### src/hdl/ansi_text_console_engine_defines.svh
// assertion macros shared by the console engine modules
`ifndef ANSI_TEXT_CONSOLE_ENGINE_DEFINES_SVH
`define ANSI_TEXT_CONSOLE_ENGINE_DEFINES_SVH

`ifndef ASSERT_OFF

// property that must hold at every clock edge outside reset
`define ATE_ASSERT(lbl, clk, rstn, prop, msg) \
    lbl: assert property (@(posedge clk) disable iff (!rstn) (prop)) else $error(msg);

// property whose consequent must hold in the cycle after its antecedent
`define ATE_ASSERT_NEXT(lbl, clk, rstn, pre, post, msg) \
    lbl: assert property (@(posedge clk) disable iff (!rstn) (pre) |=> (post)) else $error(msg);

`else

`define ATE_ASSERT(lbl, clk, rstn, prop, msg)
`define ATE_ASSERT_NEXT(lbl, clk, rstn, pre, post, msg)

`endif

`endif

### src/hdl/ate_pkg.sv
// shared types, constants and helper functions of the text console engine
`timescale 1ns / 1ps

package ate_pkg;

    // screen limits and parser depth
    localparam int MAX_COLS       = 128;
    localparam int MAX_ROWS       = 64;
    localparam int NUM_PARAMS_DEF = 3;

    // field widths
    localparam int COLS_W   = 8;
    localparam int ROWS_W   = 7;
    localparam int CCOL_W   = 7;
    localparam int CROW_W   = 6;
    localparam int ACT_W    = 3;
    localparam int BYTE_W   = 8;
    localparam int DATA_W   = 48;
    localparam int ADDR_W   = 3;
    localparam int APB_W    = 32;

    // register indexes, selected by paddr[2]
    localparam logic REG_COLUMNS = 1'b0;
    localparam logic REG_ROWS    = 1'b1;

    // result actions
    localparam logic [ACT_W-1:0] ACT_CURSOR = 3'd0;
    localparam logic [ACT_W-1:0] ACT_WRITE  = 3'd1;
    localparam logic [ACT_W-1:0] ACT_SCROLL = 3'd2;
    localparam logic [ACT_W-1:0] ACT_CLEAR  = 3'd3;
    localparam logic [ACT_W-1:0] ACT_ERASE  = 3'd4;

    // byte codes
    localparam logic [7:0] CH_BS     = 8'd8;
    localparam logic [7:0] CH_TAB    = 8'd9;
    localparam logic [7:0] CH_LF     = 8'd10;
    localparam logic [7:0] CH_ESC    = 8'd27;
    localparam logic [7:0] CH_SPACE  = 8'h20;
    localparam logic [7:0] CH_0      = 8'h30;
    localparam logic [7:0] CH_9      = 8'h39;
    localparam logic [7:0] CH_SEMI   = 8'h3B;
    localparam logic [7:0] CH_LBRACK = 8'h5B;

    // final bytes of a control sequence
    localparam logic [7:0] FIN_UP    = 8'h41;  // A
    localparam logic [7:0] FIN_DOWN  = 8'h42;  // B
    localparam logic [7:0] FIN_RIGHT = 8'h43;  // C
    localparam logic [7:0] FIN_LEFT  = 8'h44;  // D
    localparam logic [7:0] FIN_POS   = 8'h48;  // H
    localparam logic [7:0] FIN_CLEAR = 8'h4A;  // J
    localparam logic [7:0] FIN_ERASE = 8'h4B;  // K
    localparam logic [7:0] FIN_POS_F = 8'h66;  // f
    localparam logic [7:0] FIN_SGR   = 8'h6D;  // m
    localparam logic [7:0] FIN_SAVE  = 8'h73;  // s
    localparam logic [7:0] FIN_REST  = 8'h75;  // u

    // attribute handling
    localparam logic [7:0] ATTR_RESET  = 8'h07;
    localparam logic [7:0] ATTR_COLOUR = 8'h77;
    localparam logic [7:0] ATTR_BRIGHT = 8'h08;
    localparam logic [7:0] ATTR_BLINK  = 8'h80;
    localparam logic [7:0] TAB_MASK    = ~8'd3;
    localparam logic [7:0] SGR_RESET   = 8'd0;
    localparam logic [7:0] SGR_BOLD    = 8'd1;
    localparam logic [7:0] SGR_BLINK   = 8'd5;
    localparam logic [7:0] SGR_REVERSE = 8'd7;
    localparam logic [7:0] SGR_FG_LO   = 8'd30;
    localparam logic [7:0] SGR_FG_HI   = 8'd37;
    localparam logic [7:0] SGR_BG_LO   = 8'd40;
    localparam logic [7:0] SGR_BG_HI   = 8'd47;

    // one screen command
    typedef struct packed {
        logic [ACT_W-1:0]  action;
        logic [CROW_W-1:0] row;
        logic [CCOL_W-1:0] col;
        logic [7:0]        glyph;
        logic [7:0]        attr;
    } res_t;

    // all results of one input byte, with the cursor left after it
    typedef struct packed {
        res_t              r0;
        res_t              r1;
        logic              two;
        logic [CCOL_W-1:0] cur_col;
        logic [CROW_W-1:0] cur_row;
    } pair_t;

    // screen size and the pulse that follows a size write
    typedef struct packed {
        logic [COLS_W-1:0] columns;
        logic [ROWS_W-1:0] rows;
        logic              resize;
    } cfg_t;

    // ansi colour number to display colour bits
    function automatic logic [2:0] ate_colour(input logic [2:0] c);
        logic [2:0] r;
        case (c)
            3'd0:    r = 3'd0;
            3'd1:    r = 3'd4;
            3'd2:    r = 3'd2;
            3'd3:    r = 3'd6;
            3'd4:    r = 3'd1;
            3'd5:    r = 3'd5;
            3'd6:    r = 3'd3;
            default: r = 3'd7;
        endcase
        return r;
    endfunction

    // one sgr parameter applied to the attribute
    function automatic logic [7:0] ate_sgr(input logic [7:0] a, input logic [7:0] v);
        logic [7:0] r;
        logic [7:0] off;
        r   = a;
        off = 8'd0;
        if (v == SGR_RESET) begin
            r = a & ATTR_COLOUR;
        end else if (v == SGR_BOLD) begin
            r = a | ATTR_BRIGHT;
        end else if (v == SGR_BLINK) begin
            r = a | ATTR_BLINK;
        end else if (v == SGR_REVERSE) begin
            r = {a[7], a[2:0], a[3], a[6:4]};
        end else if (v >= SGR_FG_LO && v <= SGR_FG_HI) begin
            off = v - SGR_FG_LO;
            r   = {a[7:4], 1'b0, ate_colour(off[2:0])};
        end else if (v >= SGR_BG_LO && v <= SGR_BG_HI) begin
            off = v - SGR_BG_LO;
            r   = {1'b0, ate_colour(off[2:0]), a[3:0]};
        end
        return r;
    endfunction

endpackage

### src/hdl/ate_regs.sv
// apb register block holding the screen width and height
`timescale 1ns / 1ps

module ate_regs import ate_pkg::*; (
    input  logic              aclk,
    input  logic              aresetn,
    input  logic              psel,
    input  logic              penable,
    input  logic              pwrite,
    input  logic [ADDR_W-1:0] paddr,
    input  logic [APB_W-1:0]  pwdata,
    output logic [APB_W-1:0]  prdata,
    output logic              pready,
    output cfg_t              cfg
);

    logic [COLS_W-1:0] columns_reg;
    logic [COLS_W-1:0] columns_next;
    logic [ROWS_W-1:0] rows_reg;
    logic [ROWS_W-1:0] rows_next;
    logic              resize_reg;
    logic              wr_en;
    logic [COLS_W-1:0] wr_cols;
    logic [ROWS_W-1:0] wr_rows;

    assign pready = 1'b1;
    assign wr_en  = psel && penable && pwrite;

    // written values clamped into the supported screen size
    assign wr_cols = pwdata[COLS_W-1:0];
    assign wr_rows = pwdata[ROWS_W-1:0];

    always_comb begin
        columns_next = columns_reg;
        rows_next    = rows_reg;
        if (wr_en) begin
            unique case (paddr[2])
                REG_COLUMNS: begin
                    if (wr_cols == '0) begin
                        columns_next = COLS_W'(1);
                    end else if (wr_cols > COLS_W'(MAX_COLS)) begin
                        columns_next = COLS_W'(MAX_COLS);
                    end else begin
                        columns_next = wr_cols;
                    end
                end
                REG_ROWS: begin
                    if (wr_rows == '0) begin
                        rows_next = ROWS_W'(1);
                    end else if (wr_rows > ROWS_W'(MAX_ROWS)) begin
                        rows_next = ROWS_W'(MAX_ROWS);
                    end else begin
                        rows_next = wr_rows;
                    end
                end
            endcase
        end
    end

    // register update and resize pulse
    always_ff @(posedge aclk) begin
        if (!aresetn) begin
            columns_reg <= COLS_W'(80);
            rows_reg    <= ROWS_W'(25);
            resize_reg  <= 1'b0;
        end else begin
            columns_reg <= columns_next;
            rows_reg    <= rows_next;
            resize_reg  <= wr_en;
        end
    end

    // read back
    always_comb begin
        unique case (paddr[2])
            REG_COLUMNS: prdata = {{(APB_W-COLS_W){1'b0}}, columns_reg};
            REG_ROWS:    prdata = {{(APB_W-ROWS_W){1'b0}}, rows_reg};
        endcase
    end

    assign cfg.columns = columns_reg;
    assign cfg.rows    = rows_reg;
    assign cfg.resize  = resize_reg;

endmodule

### src/hdl/ate_core.sv
// input register, escape parser and cursor logic producing the results of one byte
`timescale 1ns / 1ps
`include "ansi_text_console_engine_defines.svh"

module ate_core import ate_pkg::*; #(
    parameter int NUM_PARAMS = NUM_PARAMS_DEF
) (
    input  logic              aclk,
    input  logic              aresetn,
    input  logic              s_tvalid,
    output logic              s_tready,
    input  logic [BYTE_W-1:0] s_tdata,
    input  cfg_t              cfg,
    input  logic              room,
    output logic              push,
    output pair_t             pair_out
);

    localparam int IDX_W  = (NUM_PARAMS > 1) ? $clog2(NUM_PARAMS) : 1;
    localparam int P1_IDX = 1 % NUM_PARAMS;

    // parser states
    localparam logic [1:0] PS_TEXT  = 2'd0;
    localparam logic [1:0] PS_ESC   = 2'd1;
    localparam logic [1:0] PS_PARAM = 2'd2;

    logic              in_vld_reg;
    logic [7:0]        in_byte_reg;
    logic [CCOL_W-1:0] cur_col_reg, cur_col_next;
    logic [CROW_W-1:0] cur_row_reg, cur_row_next;
    logic [CCOL_W-1:0] saved_col_reg, saved_col_next;
    logic [CROW_W-1:0] saved_row_reg, saved_row_next;
    logic [7:0]        attr_reg, attr_next;
    logic [1:0]        pst_reg, pst_next;
    logic [IDX_W-1:0]  idx_reg, idx_next;
    logic [7:0]        params_reg  [NUM_PARAMS];
    logic [7:0]        params_next [NUM_PARAMS];

    res_t              res0, res1;
    logic [1:0]        n_res;
    logic              text_op, seq_op, adv_row, wrote;
    logic [7:0]        col8, row8, cols_m1, rows_m1, p0, p1, tab_col, sel8, diff8;
    logic [7:0]        row8p1, col8p1, a_tmp;
    logic [8:0]        sum9;
    logic [11:0]       acc12;

    // input register
    assign s_tready = !in_vld_reg || room;
    assign push     = in_vld_reg && room;

    always_ff @(posedge aclk) begin
        if (!aresetn) begin
            in_vld_reg <= 1'b0;
        end else if (s_tvalid && s_tready) begin
            in_vld_reg <= 1'b1;
        end else if (push) begin
            in_vld_reg <= 1'b0;
        end
    end

    always_ff @(posedge aclk) begin
        if (s_tvalid && s_tready) begin
            in_byte_reg <= s_tdata;
        end
    end

    // per-byte decode
    always_comb begin
        cur_col_next   = cur_col_reg;
        cur_row_next   = cur_row_reg;
        saved_col_next = saved_col_reg;
        saved_row_next = saved_row_reg;
        attr_next      = attr_reg;
        pst_next       = pst_reg;
        idx_next       = idx_reg;
        params_next    = params_reg;
        res0           = '0;
        res1           = '0;
        n_res          = 2'd0;
        text_op        = 1'b0;
        seq_op         = 1'b0;
        adv_row        = 1'b0;
        wrote          = 1'b0;
        col8           = {1'b0, cur_col_reg};
        row8           = {2'b0, cur_row_reg};
        cols_m1        = cfg.columns - 8'd1;
        rows_m1        = {1'b0, cfg.rows - 7'd1};
        p0             = params_reg[0];
        p1             = params_reg[P1_IDX];
        tab_col        = (col8 + 8'd4) & TAB_MASK;
        row8p1         = row8 + 8'd1;
        col8p1         = col8 + 8'd1;
        sel8           = 8'd0;
        diff8          = 8'd0;
        sum9           = 9'd0;
        acc12          = 12'd0;
        a_tmp          = attr_reg;

        if (cfg.resize) begin
            // screen size changed: pull both cursors back onto the screen
            if (col8 >= cfg.columns) cur_col_next = cols_m1[CCOL_W-1:0];
            if (row8 >= {1'b0, cfg.rows}) cur_row_next = rows_m1[CROW_W-1:0];
            if ({1'b0, saved_col_reg} >= cfg.columns) saved_col_next = cols_m1[CCOL_W-1:0];
            if ({2'b0, saved_row_reg} >= {1'b0, cfg.rows}) begin
                saved_row_next = rows_m1[CROW_W-1:0];
            end
        end else if (push) begin
            // parser
            unique case (pst_reg)
                PS_ESC: begin
                    if (in_byte_reg == CH_LBRACK) begin
                        pst_next       = PS_PARAM;
                        idx_next       = '0;
                        params_next[0] = 8'd0;
                    end else begin
                        text_op = 1'b1;
                    end
                end
                PS_PARAM: begin
                    if (in_byte_reg >= CH_0 && in_byte_reg <= CH_9) begin
                        diff8 = in_byte_reg - CH_0;
                        acc12 = {4'b0, params_reg[idx_reg]} * 12'd10 + {8'b0, diff8[3:0]};
                        params_next[idx_reg] = (acc12 > 12'd255) ? 8'hFF : acc12[7:0];
                    end else if (in_byte_reg == CH_SEMI && int'(idx_reg) + 1 < NUM_PARAMS) begin
                        idx_next              = idx_reg + 1'b1;
                        params_next[idx_next] = 8'd0;
                    end else begin
                        pst_next = PS_TEXT;
                        seq_op   = 1'b1;
                    end
                end
                default: begin
                    text_op = 1'b1;
                end
            endcase

            // text bytes
            if (text_op) begin
                pst_next = PS_TEXT;
                unique case (in_byte_reg)
                    CH_ESC: pst_next = PS_ESC;
                    CH_TAB: begin
                        if (tab_col >= cfg.columns) begin
                            cur_col_next = '0;
                            adv_row      = 1'b1;
                        end else begin
                            cur_col_next = tab_col[CCOL_W-1:0];
                        end
                    end
                    CH_LF: begin
                        cur_col_next = '0;
                        adv_row      = 1'b1;
                    end
                    CH_BS: begin
                        if (cur_col_reg != '0) cur_col_next = cur_col_reg - 1'b1;
                    end
                    default: begin
                        res0.action = ACT_WRITE;
                        res0.row    = cur_row_reg;
                        res0.col    = cur_col_reg;
                        res0.glyph  = in_byte_reg;
                        res0.attr   = attr_reg;
                        n_res       = 2'd1;
                        wrote       = 1'b1;
                        if (col8p1 >= cfg.columns) begin
                            cur_col_next = '0;
                            adv_row      = 1'b1;
                        end else begin
                            cur_col_next = col8p1[CCOL_W-1:0];
                        end
                    end
                endcase
            end

            // line feed past the bottom row scrolls
            if (adv_row) begin
                if (row8p1 >= {1'b0, cfg.rows}) begin
                    cur_row_next = rows_m1[CROW_W-1:0];
                    if (wrote) begin
                        res1.action = ACT_SCROLL;
                        res1.row    = rows_m1[CROW_W-1:0];
                        res1.glyph  = CH_SPACE;
                        res1.attr   = attr_reg;
                        n_res       = 2'd2;
                    end else begin
                        res0.action = ACT_SCROLL;
                        res0.row    = rows_m1[CROW_W-1:0];
                        res0.glyph  = CH_SPACE;
                        res0.attr   = attr_reg;
                        n_res       = 2'd1;
                    end
                end else begin
                    cur_row_next = row8p1[CROW_W-1:0];
                end
            end

            // control sequence final byte
            if (seq_op) begin
                unique case (in_byte_reg) inside
                    FIN_POS, FIN_POS_F: begin
                        sel8         = (p0 < rows_m1) ? p0 : rows_m1;
                        cur_row_next = sel8[CROW_W-1:0];
                        if (idx_reg != '0) begin
                            sel8         = (p1 < cols_m1) ? p1 : cols_m1;
                            cur_col_next = sel8[CCOL_W-1:0];
                        end
                    end
                    FIN_UP: begin
                        if (row8 >= p0) begin
                            diff8        = row8 - p0;
                            cur_row_next = diff8[CROW_W-1:0];
                        end
                    end
                    FIN_DOWN: begin
                        sum9         = {1'b0, row8} + {1'b0, p0};
                        cur_row_next = (sum9 < {1'b0, rows_m1}) ? sum9[CROW_W-1:0]
                                                                : rows_m1[CROW_W-1:0];
                    end
                    FIN_RIGHT: begin
                        sum9         = {1'b0, col8} + {1'b0, p0};
                        cur_col_next = (sum9 < {1'b0, cols_m1}) ? sum9[CCOL_W-1:0]
                                                                : cols_m1[CCOL_W-1:0];
                    end
                    FIN_LEFT: begin
                        if (col8 >= p0) begin
                            diff8        = col8 - p0;
                            cur_col_next = diff8[CCOL_W-1:0];
                        end
                    end
                    FIN_SAVE: begin
                        saved_col_next = cur_col_reg;
                        saved_row_next = cur_row_reg;
                    end
                    FIN_REST: begin
                        cur_col_next = saved_col_reg;
                        cur_row_next = saved_row_reg;
                    end
                    FIN_CLEAR: begin
                        cur_col_next = '0;
                        cur_row_next = '0;
                        res0.action  = ACT_CLEAR;
                        res0.glyph   = CH_SPACE;
                        res0.attr    = attr_reg;
                        n_res        = 2'd1;
                    end
                    FIN_ERASE: begin
                        res0.action = ACT_ERASE;
                        res0.row    = cur_row_reg;
                        res0.col    = cur_col_reg;
                        res0.glyph  = CH_SPACE;
                        res0.attr   = attr_reg;
                        n_res       = 2'd1;
                    end
                    FIN_SGR: begin
                        for (int i = 0; i < NUM_PARAMS; i++) begin
                            if (i <= int'(idx_reg)) a_tmp = ate_sgr(a_tmp, params_reg[i]);
                        end
                        attr_next = a_tmp;
                    end
                    default: begin
                        attr_next = attr_reg;
                    end
                endcase
            end
        end
    end

    // results of this byte; an empty res0 is the cursor-only report
    assign pair_out.r0      = res0;
    assign pair_out.r1      = res1;
    assign pair_out.two     = (n_res == 2'd2);
    assign pair_out.cur_col = cur_col_next;
    assign pair_out.cur_row = cur_row_next;

    // console state
    always_ff @(posedge aclk) begin
        if (!aresetn) begin
            cur_col_reg   <= '0;
            cur_row_reg   <= '0;
            saved_col_reg <= '0;
            saved_row_reg <= '0;
            attr_reg      <= ATTR_RESET;
            pst_reg       <= PS_TEXT;
            idx_reg       <= '0;
            for (int i = 0; i < NUM_PARAMS; i++) params_reg[i] <= 8'd0;
        end else begin
            cur_col_reg   <= cur_col_next;
            cur_row_reg   <= cur_row_next;
            saved_col_reg <= saved_col_next;
            saved_row_reg <= saved_row_next;
            attr_reg      <= attr_next;
            pst_reg       <= pst_next;
            idx_reg       <= idx_next;
            params_reg    <= params_next;
        end
    end

    // cursors stay on screen except in the cycle that applies a new size
    `ATE_ASSERT(a_cursor_on_screen, aclk, aresetn, cfg.resize || (({1'b0, cur_col_reg} < cfg.columns) && ({2'b0, cur_row_reg} < {1'b0, cfg.rows})), "cursor off screen")
    `ATE_ASSERT(a_saved_on_screen, aclk, aresetn, cfg.resize || (({1'b0, saved_col_reg} < cfg.columns) && ({2'b0, saved_row_reg} < {1'b0, cfg.rows})), "saved cursor off screen")
    `ATE_ASSERT(a_param_slot, aclk, aresetn, int'(idx_reg) < NUM_PARAMS, "parameter slot out of range")

endmodule

### src/hdl/ate_out_buf.sv
// two-entry result buffer that serialises each byte's results onto the master stream
`timescale 1ns / 1ps
`include "ansi_text_console_engine_defines.svh"

module ate_out_buf import ate_pkg::*; (
    input  logic              aclk,
    input  logic              aresetn,
    input  logic              push,
    input  pair_t             pair_in,
    output logic              room,
    output logic              m_tvalid,
    input  logic              m_tready,
    output logic [DATA_W-1:0] m_tdata,
    output logic              m_tlast
);

    localparam logic [1:0] BUF_FULL = 2'd2;

    pair_t      ent_reg [2];
    logic       wr_ptr_reg, rd_ptr_reg;
    logic [1:0] cnt_reg, cnt_next;
    logic       sub_reg;
    pair_t      head;
    res_t       cur_res;
    logic       xfer, pop;

    assign room     = (cnt_reg != BUF_FULL);
    assign head     = ent_reg[rd_ptr_reg];
    assign m_tvalid = (cnt_reg != 2'd0);
    assign m_tlast  = !head.two || sub_reg;
    assign cur_res  = sub_reg ? head.r1 : head.r0;
    assign xfer     = m_tvalid && m_tready;
    assign pop      = xfer && m_tlast;

    // result fields, listed from the highest bit down
    assign m_tdata = {{(DATA_W-45){1'b0}}, head.cur_row, head.cur_col, cur_res.attr,
                      cur_res.glyph, cur_res.col, cur_res.row, cur_res.action};

    // entry storage
    always_ff @(posedge aclk) begin
        if (push) begin
            ent_reg[wr_ptr_reg] <= pair_in;
        end
    end

    // occupancy
    always_comb begin
        cnt_next = cnt_reg;
        if (push && !pop) begin
            cnt_next = cnt_reg + 2'd1;
        end else if (pop && !push) begin
            cnt_next = cnt_reg - 2'd1;
        end
    end

    // pointers and second-result flag
    always_ff @(posedge aclk) begin
        if (!aresetn) begin
            wr_ptr_reg <= 1'b0;
            rd_ptr_reg <= 1'b0;
            cnt_reg    <= 2'd0;
            sub_reg    <= 1'b0;
        end else begin
            cnt_reg <= cnt_next;
            if (push) wr_ptr_reg <= !wr_ptr_reg;
            if (pop) begin
                rd_ptr_reg <= !rd_ptr_reg;
                sub_reg    <= 1'b0;
            end else if (xfer) begin
                sub_reg <= 1'b1;
            end
        end
    end

    `ATE_ASSERT(a_cnt_range, aclk, aresetn, cnt_reg != 2'd3, "buffer count out of range")
    `ATE_ASSERT(a_ptr_match, aclk, aresetn, (cnt_reg == 2'd1) == (wr_ptr_reg != rd_ptr_reg), "buffer pointers disagree with count")
    `ATE_ASSERT(a_sub_two, aclk, aresetn, !sub_reg || (m_tvalid && head.two), "second result pending without a two-result entry")
    `ATE_ASSERT_NEXT(a_second_follows, aclk, aresetn, m_tvalid && m_tready && !m_tlast, m_tvalid && m_tlast, "second result did not follow")

endmodule

### src/hdl/ansi_text_console_engine.sv
// Text console engine: turns a byte stream with ANSI escape sequences into
// character-cell screen commands.
//
// Slave stream s_*: one byte per transaction in s_tdata. Master stream m_*:
// one or two screen commands per byte, the last one marked by m_tlast; every
// byte gives at least a cursor-only report. The APB port holds the screen
// width (address 0) and height (address 4); write them only while idle.
//
// An accepted byte waits in the input register; its decoded results are
// stored in the result buffer, which drives them onto m_*. Throughput: one
// byte per cycle while the result buffer has room; a byte that writes the
// bottom-right cell and scrolls gives two results. The byte decode is one
// pass of logic between the input register and a two-entry result buffer.
//
// Reset gives an 80 by 25 screen, cursor and saved cursor at home, grey on
// black and the parser in text mode. When m_tready is low the buffer fills,
// then the input register holds its byte and s_tready drops; nothing is lost.
`timescale 1ns / 1ps

module ansi_text_console_engine import ate_pkg::*; #(
    parameter int NUM_PARAMS = NUM_PARAMS_DEF
) (
    input  logic              aclk,
    input  logic              aresetn,
    // slave stream
    input  logic              s_tvalid,
    output logic              s_tready,
    input  logic [BYTE_W-1:0] s_tdata,   // byte_in
    // master stream
    output logic              m_tvalid,
    input  logic              m_tready,
    output logic [DATA_W-1:0] m_tdata,   // action, row, col, glyph, cell_attr,
                                         // cursor_col, cursor_row, zero pad
    output logic              m_tlast,
    // configuration
    input  logic              psel,
    input  logic              penable,
    input  logic              pwrite,
    input  logic [ADDR_W-1:0] paddr,
    input  logic [APB_W-1:0]  pwdata,
    output logic [APB_W-1:0]  prdata,
    output logic              pready
);

    cfg_t  cfg;
    logic  room;
    logic  push;
    pair_t pair;

    // screen size registers
    ate_regs u_regs (
        .aclk    (aclk),
        .aresetn (aresetn),
        .psel    (psel),
        .penable (penable),
        .pwrite  (pwrite),
        .paddr   (paddr),
        .pwdata  (pwdata),
        .prdata  (prdata),
        .pready  (pready),
        .cfg     (cfg)
    );

    // decode and console state
    ate_core #(
        .NUM_PARAMS (NUM_PARAMS)
    ) u_core (
        .aclk     (aclk),
        .aresetn  (aresetn),
        .s_tvalid (s_tvalid),
        .s_tready (s_tready),
        .s_tdata  (s_tdata),
        .cfg      (cfg),
        .room     (room),
        .push     (push),
        .pair_out (pair)
    );

    // result buffer
    ate_out_buf u_out_buf (
        .aclk     (aclk),
        .aresetn  (aresetn),
        .push     (push),
        .pair_in  (pair),
        .room     (room),
        .m_tvalid (m_tvalid),
        .m_tready (m_tready),
        .m_tdata  (m_tdata),
        .m_tlast  (m_tlast)
    );

endmodule

### config.mk
export PLATFORM = sky130hd
export DESIGN_NAME = ansi_text_console_engine
export DESIGN_NICKNAME = d
export VERILOG_FILES = /design/src/hdl/ate_pkg.sv /design/src/hdl/ate_regs.sv /design/src/hdl/ate_core.sv /design/src/hdl/ate_out_buf.sv /design/src/hdl/ansi_text_console_engine.sv
export VERILOG_INCLUDE_DIRS = /design/src /design/src/hdl
export SDC_FILE = /design/constraint.sdc
export NUM_CORES = 1
export LEC_CHECK = 0
export BUFFER_PORTS_ARGS = -buffer_cell sky130_fd_sc_hd__buf_4
export CAP_MARGIN = 20
export CORE_ASPECT_RATIO = 0.9
export CORE_MARGIN = 2
export CORE_UTILIZATION = 38
export DETAILED_ROUTE_END_ITERATION = 16
export HOLD_SLACK_MARGIN = 0.05
export PLACE_DENSITY_LB_ADDON = 0.2
export SYNTH_ARGS = -nofsm -noshare
export SYNTH_HDL_FRONTEND = slang
export SYNTH_SLANG_ARGS = --single-unit
### constraint.sdc
create_clock -name aclk -period 9.3 [get_ports aclk]
set_clock_uncertainty 0.05 [all_clocks]
set_input_delay 1.86 -clock aclk [delete_from_list [all_inputs] [get_ports aclk]]
set_output_delay 1.86 -clock aclk [all_outputs]
set_load 0.02 [all_outputs]
* Yosys cells after proc, flatten, opt, wreduce, memory -nomap -nowiden *
Memory sizes are Yosys's and may differ from the RTL's. A register that Yosys moved wholly into a read port is not among the register bits.
Index checks and enable logic that the tools add are counted.

cells by class
  bitwise operators = 7
  multiply operators = 1
  muxes and demuxes = 149
  reductions and logical operators = 62
  add/subtract/negate cells = 22
  equality and inequality tests = 75
  magnitude comparators = 37

operators with widths
  cell                                                             count
  two-way mux 8 bit                                                29
  two-way mux 32 bit                                               5
  two-way mux 7 bit                                                19
  two-way mux 16 bit                                               8
  case mux 3 bit (7 select lines)                                  6
  equality test 8 x 7 -> 1 bit (second input constant)             12
  two-way mux 6 bit                                                14
  case mux 32 bit (2 select lines)                                 1
  two-way mux 9 bit                                                7
  less-or-equal comparator 8 x 6 -> 1 bit (second input constant)  7
  equality test 3 bit (second input constant)                      18
  equality test 8 x 3 -> 1 bit (second input constant)             6
  two-way mux 24 bit                                               2
  equality test 3 x 2 -> 1 bit (second input constant)             12
  case mux 7 bit (5 select lines)                                  1
  two-way mux 2 bit                                                17
  demux 8 bit (select 2 bit)                                       2
  >= comparator 8 x 6 -> 1 bit (second input constant)             4
  zero test 8 bit                                                  4
  less-than comparator 32 x 3 -> 1 bit (second input constant)     1
  two-way mux 30 bit                                               1
  case mux 6 bit (5 select lines)                                  1
  case mux 7 bit (4 select lines)                                  1
  two-way mux 1 bit                                                25
  other kinds (72)                                                 150

storage, ports and cells
  input bits = 50
  bits in writable memories = 142
  logic and storage cells = 373
  register bits after elaboration = 92
  memories = 1

memory list
  name               depth  bits a word  rd ports  clocked after Yosys merged registers in  wr ports  RTL line           source
  u_out_buf.ent_reg  2      71           1         1                                        1         ate_out_buf.sv:19  pair_t ent_reg [2];

* Logic depth before layout (Yosys ltp) *
  depth in word-level cells = 23
  depth in mapped cells = 18

* Cells and area by module *
Synthesis repeated with hierarchy kept, for this count alone.

unflattened totals
  cells, all modules = 1698
  area, all modules = 16803.6 um^2

modules (own cells, without submodules)
  module       sequential area each (um^2)  cells each  instances  area an instance (um^2)
  ate_core     1501.4                       1346        1          9845.7
  ate_out_buf  4804.6                       245         1          6003.3
  ate_regs     320.3                        107         1          954.7

* Worst setup path before layout *
No wires, ideal clock.

  kind = input port to output port
  from = input port paddr[2]
  to = output port prdata[0]
  stages on the path = 3
  arrival = 2716 ps
  slack = 4674 ps
  cells stage by stage = clkbuf_1 -> clkbuf_1 -> o21ai_0

on the way
  longest elaborated chain between the ends = 2

RTL lines
  item                                  RTL line                        source
  from (decl)                           ansi_text_console_engine.sv:39  input logic [ADDR_W-1:0] paddr,
  NOT 1 bit (no source line)            -
  case mux 32 bit (2 select lines) (*)  ate_regs.sv:75                  unique case (paddr[2])
  to (decl)                             ansi_text_console_engine.sv:41  output logic [APB_W-1:0] prdata,

Mark *: on every way between the ends. The rest lies on a longest branch, timed or not. The select of a mux whose other input is x is not followed.

==> results.ini <==
[sta]
worstMarginPinSlew_ns = 1.01
min_period_over_period_pct = 55.4
hold_violations = 0
rsz0062_at_grt = false
setup_ws_ns = 4.15
clock.fmax_mhz = 194
tns_ns = 0
setup_viol = 0
slew_headroom_pct = 32.5
period_minus_slack_ns = 5.15
maxSlewViolCount = 0

[detailed_routing]
routedWlPerCell_um = 21.4
drt_iter0_drc = 1226
avgViaCountPerCell = 5.84
drtAntennaViolNets = 0
dr.pass1.iters = 5
via_count = 13500
drc = 0
wirelength_um = 49600

[run]
maxCapViolCount = 0

[worst_setup_path]
cp.required_ns = 9.50
slowest_delay_ns = 0.76
cp-end-kind = register
critPathKind = register to register
cpMaxStageDelayCell = o21ai_0
worstPathMaxFanout = 11
crit_arrival_ns = 5.34
crit_path_start_kind = register
cp_cell_sequence = inv_1, ha_1, nand2b_1, a221oi_1, nor4_1, a311oi_1, ha_1, o21a_1, nor2_1, o21ai_2, mux2i_1, o221ai_1, a22oi_1, o21ai_0
timing.critical_path.mode_cell = ha_1

[power_and_ir_drop]
power.density_nw_per_um2 = 156
vdd_drop_max_mv = 0.133
power.leakage_nw = 6.93

[placement]
port_buffers = 79
pre_cts_ws_ns = 4.40
gp_congestion = 0.958
dp_hpwl_um = 36800

[run_status]
status = complete, no violations

[global_route]
antenna_found_initial = 1
grt_pass1_wl_um = 75600
grt_max_degree = 62
grt_pass1_vias = 12600
grt.total_usage_pct = 22.7
overflow = 0

[logic_synthesis]
synth_common_cells = nor2_1 (166), ha_1 (137), nand2_1 (133)
synth_seq_cells = 215
yosysWarnings = 0
ys_async_sr_fraction_pct = 0
synth_area_leaders = edfxtp_1 (25%), ha_1 (11%), dfxtp_1 (11%), nor2_1 (3.9%), a21oi_1 (3.6%)
synthFlopType = edfxtp_1
ys_types = 89
synth_edf_count = 130
avgSynthCellArea_um2 = 9.18
synth_top_cell_by_area = edfxtp_1
yosysTopAreaCellShare_pct = 24.7
yosysSeqAreaShare_pct = 35.5
postSynthCellCount = 1722
synth_most_common_cell = nor2_1
syn_area_um2 = 15800

[clock_tree]
clock_latency_ns = 0.57
cts-htree-levels = 1
cts_hold_buffers = 0
cts.reportedPaths.clkPinSlew_ns = 0.06
cts.sinks = 215
post_cts_buffers = 0
cts_tree = built
cts_made_buffers = 27
max-clock-path-buffers = 3
cts-root-buf = clkbuf_16
cts_resized = 0

[hold_path]
hold_class = register to register

[finish]
fin_util_pct = 43.4
syn2layout_area_growth_pct = 12.0
fillers = 4029
largest_register_ff_count = 122
fin_nets = 1949
n_antenna_cell = 0
drive_gt1_share_pct = 11.9
final-seq-area_um2 = 5610
multiInputGateArea_um2 = 9380

[floorplanning]
rows = 70
initial_core_util_pct = 38.7
ioPinCount = 134
design.core.area_um2 = 40800
die_x_um = 219
fp.dieArea_um2 = 43300
die_h_um = 198

-- path summary, 6_finish.rpt --
check / startpoint / to / slack (ns) / depth (start not counted)
worst max register to register: u_core.p0[2] / u_out_buf.ent_reg[0][9] / 4.15 / 14
worst max-delay path: u_core.p0[2] / u_out_buf.ent_reg[0][9] / 4.15 / 14
worst min register to register: u_regs.columns_reg[3] / u_regs.columns_reg[3] / 0.43 / 2
worst min-delay path: u_regs.columns_reg[3] / u_regs.columns_reg[3] / 0.43 / 2
-- cells by family after synthesis --
logic type                 count (synthesis)  synth area share [%]
other                                      2                0.0475
and+or+nand+nor                          577                  18.5
adders and majority gates                143                  11.6
muxes                                     86                  6.84
DFF                                      215                  35.5
AOI/OAI and AO/OA                        434                  18.7
buffers and inverters                    213                  5.96
xor gates and xnor gates                  52                  2.88
-- report_power, final --
part | total, W | switching, W | leakage (nW) | internal (W)
registers | 0.00111 | 0.0000404 | 1.91 | 0.00107
logic | 0.000547 | 0.000334 | 4.57 | 0.000213
clock network | 0.00111 | 0.000428 | 0.455 | 0.000682
total | 0.00277 | 0.000802 | 6.93 | 0.00197
-- stage by stage --
step           hold slack [ns]  std cells  cell area [um^2]  power, W
2_1_floorplan            0.395       1748             15900   0.00148
3_3_place_gp             0.409       2266             16800   0.00167
3_5_place_dp             0.418       2266             16800   0.00168
4_1_cts                  0.426       2316             17700   0.00279
5_1_grt                  0.449       2317             17700   0.00288
6_report                 0.430       2317             17700   0.00277
-- worst max-delay path, delay by kind of cell, from the launching register on --
kind | cells | cell delay (ns)
flip-flops | 1 | 0.68
AND/OR/NAND/NOR | 3 | 0.48
AO/OA/AOI/OAI | 7 | 2.35
buffers and inverters | 1 | 0.29
adder cells (fa/ha/maj) | 2 | 0.79
multiplexers | 1 | 0.17
-- layout make-up --
| class | instances | share of cell area, % |
|---|---|---|
| clock buffers | 36 | 4.24 |
| clock inverters | 14 | 1.10 |
| inverters | 92 | 1.95 |
| multi-input cells | 1320 | 53.0 |
| flip-flops and latches | 215 | 31.7 |
| well taps | 540 | 3.82 |
| repair buffers | 100 | 4.24 |
-- cells in the final DEF, fill, tap and decap left out, types with 17 or more instances in the layout --
master and count:
and2_1 22, dfxtp_1 84, o211ai_1 17, a21oi_1 114, a22o_1 28, nor2_1 164
nand2_1 133, clkbuf_16 28, xnor2_1 34, a21o_1 21, nand4_1 21, edfxtp_1 130
o21ai_0 65, and3_1 34, a211oi_1 21, conb_1 28, nand2b_1 33, inv_1 90
nor3_1 29, buf_4 100, nand3_1 40, xor2_1 18, mux2i_1 54, ha_1 137
-- metal layers --
layer | vias to the layer above | part of all wire [%] | track usage (%)
li1 | 6401 | - | -
met1 | 6591 | 47 | 32.9
met2 | 446 | 44 | 35.0
met3 | 86 | 6.2 | 2.99
met4 | 0 | 2.7 | 6.68
met5 | - | 0 | 0
Power figures use the tool's default switching activity.
